$ cat src/rtl/core/ddsp_pkg.sv
// Shared types, constants and checksum helper for the differential-drive
// servo packet builder. No dependencies.
package ddsp_pkg;

   localparam int SPEED_LIMIT = 1023;
   localparam int SPD_W       = 10;
   localparam int PKT_LEN     = 14;
   localparam int CNT_W       = 4;
   localparam logic [CNT_W-1:0] LAST_IDX = CNT_W'(PKT_LEN - 1);

   // Configuration register indexes
   localparam logic [7:0] CSR_FORWARD_GAIN   = 8'd0;
   localparam logic [7:0] CSR_ROTATION_GAIN  = 8'd1;
   localparam logic [7:0] CSR_TRACK_TRIM     = 8'd2;
   localparam logic [7:0] CSR_LEFT_SERVO_ID  = 8'd3;
   localparam logic [7:0] CSR_RIGHT_SERVO_ID = 8'd4;

   // Fixed packet header bytes
   localparam logic [7:0] HDR_SYNC      = 8'hFF;
   localparam logic [7:0] HDR_BROADCAST = 8'hFE;
   localparam logic [7:0] HDR_LENGTH    = 8'h0A;
   localparam logic [7:0] HDR_INSTR     = 8'h83;
   localparam logic [7:0] HDR_ADDR      = 8'h20;
   localparam logic [7:0] HDR_DATA_LEN  = 8'h02;
   localparam logic [7:0] DIR_BIT       = 8'h04;

   localparam logic [11:0] HDR_SUM = 12'(HDR_BROADCAST) + 12'(HDR_LENGTH) + 12'(HDR_INSTR)
                                   + 12'(HDR_ADDR) + 12'(HDR_DATA_LEN);

   typedef struct packed {
      logic [23:0] forward_gain;
      logic [23:0] rotation_gain;
      logic [15:0] track_trim;
      logic [7:0]  left_servo_id;
      logic [7:0]  right_servo_id;
   } cfg_type;

   typedef struct packed {
      logic [7:0] id1;
      logic [7:0] lo1;
      logic [7:0] hi1;
      logic [7:0] id2;
      logic [7:0] lo2;
      logic [7:0] hi2;
      logic [7:0] chk;
   } pkt_type;

   function automatic logic [7:0] pkt_checksum(input logic [7:0] id1, input logic [7:0] lo1,
                                               input logic [7:0] hi1, input logic [7:0] id2,
                                               input logic [7:0] lo2, input logic [7:0] hi2);
      logic [11:0] sum;
      sum = HDR_SUM + 12'(id1) + 12'(lo1) + 12'(hi1) + 12'(id2) + 12'(lo2) + 12'(hi2);
      return ~sum[7:0];
   endfunction

endpackage

$ cat src/rtl/core/ddsp_mixer.sv
// Four-stage wheel speed mixer: gain products, mix and clamp, straightness
// product, clamp and packet field encoding. Depends on ddsp_pkg.
module ddsp_mixer
   import ddsp_pkg::*;
(
   input  logic               clock,
   input  logic               reset,
   input  cfg_type            cfg,
   input  logic               in_valid,
   output logic               in_ready,
   input  logic signed [15:0] linear_velocity,
   input  logic signed [15:0] angular_velocity,
   output logic               out_valid,
   input  logic               out_ready,
   output pkt_type            out_pkt
);

   logic v1_ff, v2_ff, v3_ff, v4_ff;
   logic rdy1, rdy2, rdy3, rdy4;

   assign rdy4     = !v4_ff || out_ready;
   assign rdy3     = !v3_ff || rdy4;
   assign rdy2     = !v2_ff || rdy3;
   assign rdy1     = !v1_ff || rdy2;
   assign in_ready = rdy1;

   always_ff @(posedge clock) begin
      if (reset) begin
         v1_ff <= 1'b0;
         v2_ff <= 1'b0;
         v3_ff <= 1'b0;
         v4_ff <= 1'b0;
      end else begin
         if (rdy1) v1_ff <= in_valid;
         if (rdy2) v2_ff <= v1_ff;
         if (rdy3) v3_ff <= v2_ff;
         if (rdy4) v4_ff <= v3_ff;
      end
   end

   // Stage 1: gain products on magnitudes
   logic [15:0] lin_mag, ang_mag;
   logic [39:0] pf_in, pr_in, pf_ff, pr_ff;
   logic        negf_in, negr_in, negf_ff, negr_ff;

   always_comb begin
      lin_mag = linear_velocity[15]  ? 16'(-linear_velocity)  : 16'(linear_velocity);
      ang_mag = angular_velocity[15] ? 16'(-angular_velocity) : 16'(angular_velocity);
      pf_in   = 40'(lin_mag) * 40'(cfg.forward_gain);
      pr_in   = 40'(ang_mag) * 40'(cfg.rotation_gain);
      negf_in = linear_velocity[15]  && (cfg.forward_gain != 24'd0);
      negr_in = angular_velocity[15] && (cfg.rotation_gain != 24'd0);
   end

   always_ff @(posedge clock) begin
      if (rdy1) begin
         pf_ff   <= pf_in;
         pr_ff   <= pr_in;
         negf_ff <= negf_in;
         negr_ff <= negr_in;
      end
   end

   // Stage 2: round/truncate, mix, clamp wheel one
   logic [39:0]        pf_rnd;
   logic [22:0]        mf, mr;
   logic signed [22:0] fwd, rot, w1s, diff;
   logic [22:0]        w1_mag;
   logic [SPD_W-1:0]   a1_in, a1_ff;
   logic               dir1_in, dir1_ff;
   logic [22:0]        dmag_in, dmag_ff;
   logic               dneg_in, dneg_ff;

   always_comb begin
      pf_rnd  = pf_ff + 40'h80000;
      mf      = 23'(pf_rnd[39:20]);
      mr      = 23'(pr_ff[39:20]);
      // forward term is negated after rounding
      fwd     = negf_ff ? signed'(mf) : -signed'(mf);
      rot     = negr_ff ? -signed'(mr) : signed'(mr);
      w1s     = fwd + rot;
      diff    = fwd - rot;
      w1_mag  = w1s[22] ? 23'(-w1s) : 23'(w1s);
      a1_in   = (w1_mag > 23'(SPEED_LIMIT)) ? SPD_W'(SPEED_LIMIT) : w1_mag[SPD_W-1:0];
      dir1_in = !w1s[22] && (w1s != 23'sd0);
      dmag_in = diff[22] ? 23'(-diff) : 23'(diff);
      dneg_in = diff[22];
   end

   always_ff @(posedge clock) begin
      if (rdy2) begin
         a1_ff   <= a1_in;
         dir1_ff <= dir1_in;
         dmag_ff <= dmag_in;
         dneg_ff <= dneg_in;
      end
   end

   // Stage 3: straightness product for wheel two
   logic [38:0]      pd_in, pd_ff;
   logic             negd_in, negd_ff;
   logic [SPD_W-1:0] a1_s3_ff;
   logic             dir1_s3_ff;

   always_comb begin
      pd_in   = 39'(dmag_ff) * 39'(cfg.track_trim);
      negd_in = dneg_ff && (cfg.track_trim != 16'd0);
   end

   always_ff @(posedge clock) begin
      if (rdy3) begin
         pd_ff      <= pd_in;
         negd_ff    <= negd_in;
         a1_s3_ff   <= a1_ff;
         dir1_s3_ff <= dir1_ff;
      end
   end

   // Stage 4: truncate and clamp wheel two, encode fields and checksum
   logic [24:0]      m2;
   logic [SPD_W-1:0] a2;
   logic             dir2;
   pkt_type          pkt_in, pkt_ff;

   always_comb begin
      m2         = pd_ff[38:14];
      a2         = (m2 > 25'(SPEED_LIMIT)) ? SPD_W'(SPEED_LIMIT) : m2[SPD_W-1:0];
      dir2       = negd_ff && (m2 != 25'd0);
      pkt_in.id1 = cfg.left_servo_id;
      pkt_in.lo1 = a1_s3_ff[7:0];
      pkt_in.hi1 = {6'd0, a1_s3_ff[SPD_W-1:8]} | (dir1_s3_ff ? DIR_BIT : 8'd0);
      pkt_in.id2 = cfg.right_servo_id;
      pkt_in.lo2 = a2[7:0];
      pkt_in.hi2 = {6'd0, a2[SPD_W-1:8]} | (dir2 ? DIR_BIT : 8'd0);
      pkt_in.chk = pkt_checksum(pkt_in.id1, pkt_in.lo1, pkt_in.hi1,
                                pkt_in.id2, pkt_in.lo2, pkt_in.hi2);
   end

   always_ff @(posedge clock) begin
      if (rdy4) pkt_ff <= pkt_in;
   end

   assign out_valid = v4_ff;
   assign out_pkt   = pkt_ff;

endmodule

$ cat src/rtl/core/diff_drive_servo_packet_builder.sv
// Top level of the differential-drive servo packet builder: configuration
// registers, mixer pipeline and packet byte serializer. Depends on ddsp_pkg, ddsp_mixer.
//
// Usage:
//   req_*  : command stream; req_tdata[15:0] = linear_velocity (signed Q4.12),
//            req_tdata[31:16] = angular_velocity (signed Q4.12).
//   rsp_*  : packet byte stream; rsp_tdata[7:0] = packet_byte, rsp_tlast
//            marks the checksum byte (fourteenth of the packet).
//   csr_*  : register writes, index 0..4 = forward_gain, rotation_gain,
//            track_trim, left_servo_id, right_servo_id. Always ready;
//            other indexes are dropped. Write only while the block is idle.
// Path: a command passes the four mixer stages, then the serializer loads the
//   packet and offers its first byte on rsp_*.
// Throughput: set by the serializer, which sends one byte per cycle while
//   rsp_tready is high; a ready next packet follows the checksum byte with no gap.
//   The mixer pipeline holds up to four further commands while a packet drains.
// Reset: clears all valid state and loads the register reset values.
// Stall: when rsp_tready is low the current byte holds; the pipeline fills
//   and then drops req_tready. Nothing is lost or repeated.
module diff_drive_servo_packet_builder
   import ddsp_pkg::*;
(
   input  logic        clock,
   input  logic        reset,
   // command stream
   input  logic        req_tvalid,
   output logic        req_tready,
   input  logic [31:0] req_tdata,   // [15:0] linear_velocity, [31:16] angular_velocity
   // packet byte stream
   output logic        rsp_tvalid,
   input  logic        rsp_tready,
   output logic [7:0]  rsp_tdata,   // [7:0] packet_byte
   output logic        rsp_tlast,
   // register write port
   input  logic        csr_valid,
   output logic        csr_ready,
   input  logic [7:0]  csr_index,
   input  logic [23:0] csr_data
);

   // Configuration registers
   cfg_type cfg_ff, cfg_in;

   assign csr_ready = 1'b1;

   always_comb begin
      cfg_in = cfg_ff;
      if (csr_valid) begin
         case (csr_index)
            CSR_FORWARD_GAIN:   cfg_in.forward_gain   = csr_data;
            CSR_ROTATION_GAIN:  cfg_in.rotation_gain  = csr_data;
            CSR_TRACK_TRIM:     cfg_in.track_trim     = csr_data[15:0];
            CSR_LEFT_SERVO_ID:  cfg_in.left_servo_id  = csr_data[7:0];
            CSR_RIGHT_SERVO_ID: cfg_in.right_servo_id = csr_data[7:0];
            default: ;  // drop writes to unknown indexes
         endcase
      end
   end

   always_ff @(posedge clock) begin
      if (reset) begin
         cfg_ff.forward_gain   <= 24'd1009152;
         cfg_ff.rotation_gain  <= 24'd65536;
         cfg_ff.track_trim     <= 16'd16384;
         cfg_ff.left_servo_id  <= 8'd16;
         cfg_ff.right_servo_id <= 8'd18;
      end else begin
         cfg_ff <= cfg_in;
      end
   end

   // Mixer pipeline
   logic    mix_valid, mix_ready;
   pkt_type mix_pkt;

   ddsp_mixer u_mixer (
      .clock            (clock),
      .reset            (reset),
      .cfg              (cfg_ff),
      .in_valid         (req_tvalid),
      .in_ready         (req_tready),
      .linear_velocity  (req_tdata[15:0]),
      .angular_velocity (req_tdata[31:16]),
      .out_valid        (mix_valid),
      .out_ready        (mix_ready),
      .out_pkt          (mix_pkt)
   );

   // Serializer: hold one packet, advance one byte per accepted item
   pkt_type          pkt_ff, pkt_in;
   logic [CNT_W-1:0] cnt_ff, cnt_in;
   logic             busy_ff, busy_in;
   logic             take, is_last, load;

   assign is_last   = (cnt_ff == LAST_IDX);
   assign take      = busy_ff && rsp_tready;
   assign mix_ready = !busy_ff || (take && is_last);
   assign load      = mix_valid && mix_ready;

   always_comb begin
      pkt_in  = pkt_ff;
      cnt_in  = cnt_ff;
      busy_in = busy_ff;
      if (load) begin
         pkt_in  = mix_pkt;
         cnt_in  = '0;
         busy_in = 1'b1;
      end else if (take) begin
         if (is_last) busy_in = 1'b0;
         else         cnt_in  = cnt_ff + CNT_W'(1);
      end
   end

   always_ff @(posedge clock) begin
      if (reset) begin
         busy_ff <= 1'b0;
         cnt_ff  <= '0;
      end else begin
         busy_ff <= busy_in;
         cnt_ff  <= cnt_in;
      end
      pkt_ff <= pkt_in;
   end

   // Byte select in send order
   always_comb begin
      case (cnt_ff)
         4'd0:    rsp_tdata = HDR_SYNC;
         4'd1:    rsp_tdata = HDR_SYNC;
         4'd2:    rsp_tdata = HDR_BROADCAST;
         4'd3:    rsp_tdata = HDR_LENGTH;
         4'd4:    rsp_tdata = HDR_INSTR;
         4'd5:    rsp_tdata = HDR_ADDR;
         4'd6:    rsp_tdata = HDR_DATA_LEN;
         4'd7:    rsp_tdata = pkt_ff.id1;
         4'd8:    rsp_tdata = pkt_ff.lo1;
         4'd9:    rsp_tdata = pkt_ff.hi1;
         4'd10:   rsp_tdata = pkt_ff.id2;
         4'd11:   rsp_tdata = pkt_ff.lo2;
         4'd12:   rsp_tdata = pkt_ff.hi2;
         4'd13:   rsp_tdata = pkt_ff.chk;
         default: rsp_tdata = 8'd0;
      endcase
   end

   assign rsp_tvalid = busy_ff;
   assign rsp_tlast  = is_last;

`ifndef SYNTHESIS
   // A packet always opens with the sync byte.
   a_first_byte: assert property (@(posedge clock) disable iff (reset)
      $rose(rsp_tvalid) |-> (rsp_tdata == HDR_SYNC))
      else $error("packet does not start with sync byte");

   // The checksum byte matches the held speed and id fields.
   a_checksum: assert property (@(posedge clock) disable iff (reset)
      (rsp_tvalid && rsp_tlast) |-> (pkt_ff.chk == pkt_checksum(pkt_ff.id1, pkt_ff.lo1,
         pkt_ff.hi1, pkt_ff.id2, pkt_ff.lo2, pkt_ff.hi2)))
      else $error("checksum mismatch");

   // A packet never ends before its last byte is taken.
   a_no_gap: assert property (@(posedge clock) disable iff (reset)
      (take && !is_last) |=> rsp_tvalid)
      else $error("packet cut short");

   // With nothing pending, the stream goes quiet after the checksum byte.
   a_drain: assert property (@(posedge clock) disable iff (reset)
      (take && is_last && !mix_valid) |=> !rsp_tvalid)
      else $error("byte stream continues without a packet");
`endif

endmodule

$ cat config.mk
export PLATFORM = sky130hd
export DESIGN_NAME = diff_drive_servo_packet_builder
export DESIGN_NICKNAME = d
export VERILOG_FILES = /design/src/rtl/core/ddsp_pkg.sv /design/src/rtl/core/ddsp_mixer.sv /design/src/rtl/core/diff_drive_servo_packet_builder.sv
export SDC_FILE = /design/constraint.sdc
export NUM_CORES = 2
export LEC_CHECK = 0
export BUFFER_PORTS_ARGS = -buffer_cell sky130_fd_sc_hd__buf_2
export CORE_ASPECT_RATIO = 0.8
export CORE_MARGIN = 3
export CORE_UTILIZATION = 55
export DETAILED_ROUTE_END_ITERATION = 10
export MAX_ROUTING_LAYER = met4
export PLACE_DENSITY_LB_ADDON = 0.1
export SYNTH_ARGS = -nofsm -noshare
export SYNTH_HDL_FRONTEND = slang
export SYNTH_SLANG_ARGS = --single-unit
$ cat constraint.sdc
create_clock -name clock -period 11.85 [get_ports clock]
set_input_delay 2.37 -clock clock [delete_from_list [all_inputs] [get_ports clock]]
set_output_delay 2.37 -clock clock [all_outputs]
set_load 0.005 [all_outputs]
==> flow_metrics.py <==
metrics = {
    "outcome": {
        "status": "completed",
    },
    "finish": {
        "instances_no_fill": 6757,
        "finish.utilization_pct": 59.2,
        "fin_area_um2": 53500,
        "nets": 6919,
        "final_cell_mix": "1160 x inv_1, 1000 x nand2_1, 922 x fa_1",
        "multi_input_area_um2": 37700,
        "nFillCells": 8068,
        "final_common_cell": "inv_1",
        "regArea_um2": 8000,
        "drive_above_1_share_pct": 5.27,
        "area_growth_pct": 5.45,
    },
    "grt": {
        "grt_pass1_vias": 38724,
        "grt_usage_pct": 29.4,
        "grt_pass1_wl_mm": 218,
        "grt_start_max_net_pins": 57,
        "grt_overflow_total": 0,
        "antenna_found_initial": 1,
    },
    "clock_network": {
        "path_clk_slew_ns": 0.07,
        "cts_setup_buffers": 0,
        "ctsHoldBuffers": 0,
        "cts_tree": "yes",
        "cts-htree-levels": 1,
        "clock_latency_ns": 0.59,
        "cts_resized": 0,
        "clockBufferDepth": 3,
        "cts.sinks": 296,
        "cts_buffers": 28,
        "cts-root-buf": "clkbuf_16",
    },
    "routing": {
        "drc": 0,
        "drt_iter0_drc": 2826,
        "postRouteWirelength_mm": 133,
        "wl_per_cell_um": 19.7,
        "vias": 37402,
        "first_pass_iters": 5,
        "vias_per_cell": 5.54,
        "drtAntennaViolNets": 0,
    },
    "yosys": {
        "syn_area_per_cell_um2": 9.05,
        "synth_top_area_share_pct": 36.4,
        "yosys_warnings": 0,
        "synth_seq_area_share_pct": 15.8,
        "synth-xor-area-share_pct": 3.80,
        "ys.flop_type": "edfxtp_1",
        "synthCells": 5605,
        "syn_area_um2": 50700,
        "ys_types": 83,
        "synth_top_area_cell": "fa_1",
        "synth_top_family_by_area": "adder cells",
        "synth-compound-area-share_pct": 6.51,
        "synth_area_leaders": "fa_1 36%, edfxtp_1 12%, ha_1 9.7%, inv_1 8.6%, nand2_1 7.4%",
        "synth_nets": 6990,
        "synth_adder_area_share_pct": 46.1,
        "synth_edf_count": 207,
        "yosys.area_share.simple_pct": 16.8,
        "synthArstFlopShare_pct": 0,
        "muxShareOfSynthArea_pct": 0.348,
        "ys_ff_latch": 296,
    },
    "floorplan": {
        "die_w_um": 346,
        "start_util_pct": 56.1,
        "chipHeight_um": 278,
        "ioPinCount": 81,
        "fp-row-count": 98,
        "core_area_um2": 90400,
        "fp.dieArea_um2": 95900,
    },
    "setup_path": {
        "path_delay_family": "compound AO/OA/AOI/OAI gates",
        "crit_top_cell": "fa_1",
        "cp.arrival_ns": 11.11,
        "cp_max_fo": 24,
        "max_stage_delay_ns": 0.74,
        "crit_slowest_cell": "a2111oi_0",
        "critical_path_class": "input pin to flip-flop",
        "worstPathRequired_ns": 12.18,
        "worst_setup_path_start_kind": "input pin",
        "path_buf_inv": 6,
        "end_kind": "flip-flop",
    },
    "timing": {
        "worstMarginPinSlew_ns": 1.20,
        "drv_slew": 0,
        "hold_viol_final": 0,
        "finClkSkew_ns": 0.0331,
        "setup_viol": 0,
        "rsz0062_at_grt": "no",
        "whs_ns": 0.417,
        "max_freq_mhz": 92.8,
        "setup_tns_ns": 0,
        "relSlewSlack_pct": 19.8,
        "post-route-period-util_pct": 90.9,
        "layout_min_cycle_time_ns": 10.78,
        "post-route-worst-setup-slack_ns": 1.07,
    },
    "placement": {
        "port_buffers": 79,
        "place.gp.congestion": 0.937,
        "dpl_cell_area_um2": 52600,
        "place_ws_ns": 0.558,
        "place_inst": 6703,
        "dpl.hpwl_mm": 104,
    },
    "power": {
        "power_mw": 7.95,
        "power_density_nw_per_um2": 149,
        "irDropWorstVdd_mv": 0.300,
        "leakagePower_nw": 25.4,
    },
    "worst_hold_path": {
        "hold_path.class": "flip-flop to flip-flop",
    },
    "flow_run": {
        "cap_violations": 0,
    },
}
-- cells in the mapped netlist, types with 5 or more instances --
cell and instances:
o31ai_1 22, o21ai_0 95, nand3_1 43, a221oi_1 7
clkbuf_1 247, buf_1 20, o41ai_1 7, and4_1 8
or2_2 22, o21bai_1 17, dfxtp_1 89, nand2_1 1001
o21a_1 27, or4_1 6, or3_1 19, nand3b_1 15
fa_1 922, mux2_2 5, xor2_1 35, nor4b_1 5
inv_1 1160, a2111oi_0 6, xnor2_1 185, a31oi_1 19
edfxtp_1 207, a21oi_1 166, nor2_1 139, and3_1 26
a211oi_1 16, mux2i_1 12, nor3_1 44, a21o_1 36
ha_1 394, o211ai_1 9, nand2b_1 17, nand4_1 30
nor2b_1 14, a22oi_1 9, a211o_1 7, and2_1 381
nor4_1 31
-- power breakdown --
group	internal, mW	total (mW)	switching (mW)
clock network	0.485	0.901	0.416
registers	1.44	1.72	0.276
logic	2.08	5.33	3.25
-- flip-flops by register name (all words and copies together) (netlist names), 4 cells and up --
name / cells
u_mixer.pr_ff: 20
pkt_ff: 46
u_mixer.a1_s3_ff: 10
u_mixer.pd_ff: 25
cnt_ff: 4
u_mixer.pf_ff: 21
cfg_ff: 80
u_mixer.out_pkt: 46
u_mixer.dmag_ff: 23
u_mixer.a1_ff: 10
-- routing by layer --
metal	vias up	GRT usage [%]	routed length (µm)
met2	1296	43.2	57600
met1	18953	43.0	61100
met5	-	-	0
li1	17007	-	-
met4	0	3.99	1880
met3	146	6.33	12400
-- cell type report --
cell class,count,share of cell area [%]
flip-flops and latches,296,15.0
multi-input cells,3877,70.4
inverters,1160,8.14
clock inverters,13,0.218
diodes,1,0.00468
well taps,1200,2.81
clock buffers,39,1.45
repair buffers,171,2.04
-- cells by family (layout without fill, tap and decap cells) --
group	Yosys count	count (layout)
mux	17	17
xor+xnor	220	220
flops	296	296
compound gates	504	504
buf+inv	1432	1383
simple gates	1818	1818
fa+ha+maj	1317	1317
other cells	1	2
-- final timing paths --
| path | from | end | slack [ns] | cells after the start |
|---|---|---|---|---|
| max | req_tdata[5] | u_mixer.pf_ff[39] | 1.07 | 29 |
| min | u_mixer.out_pkt[6] | pkt_ff[6] | 0.42 | 0 |
| max reg2reg | cfg_ff[70] | u_mixer.pf_ff[39] | 3.63 | 25 |
| min reg2reg | u_mixer.out_pkt[6] | pkt_ff[6] | 0.42 | 0 |
Note: power is estimated with default switching activity, not from simulation.
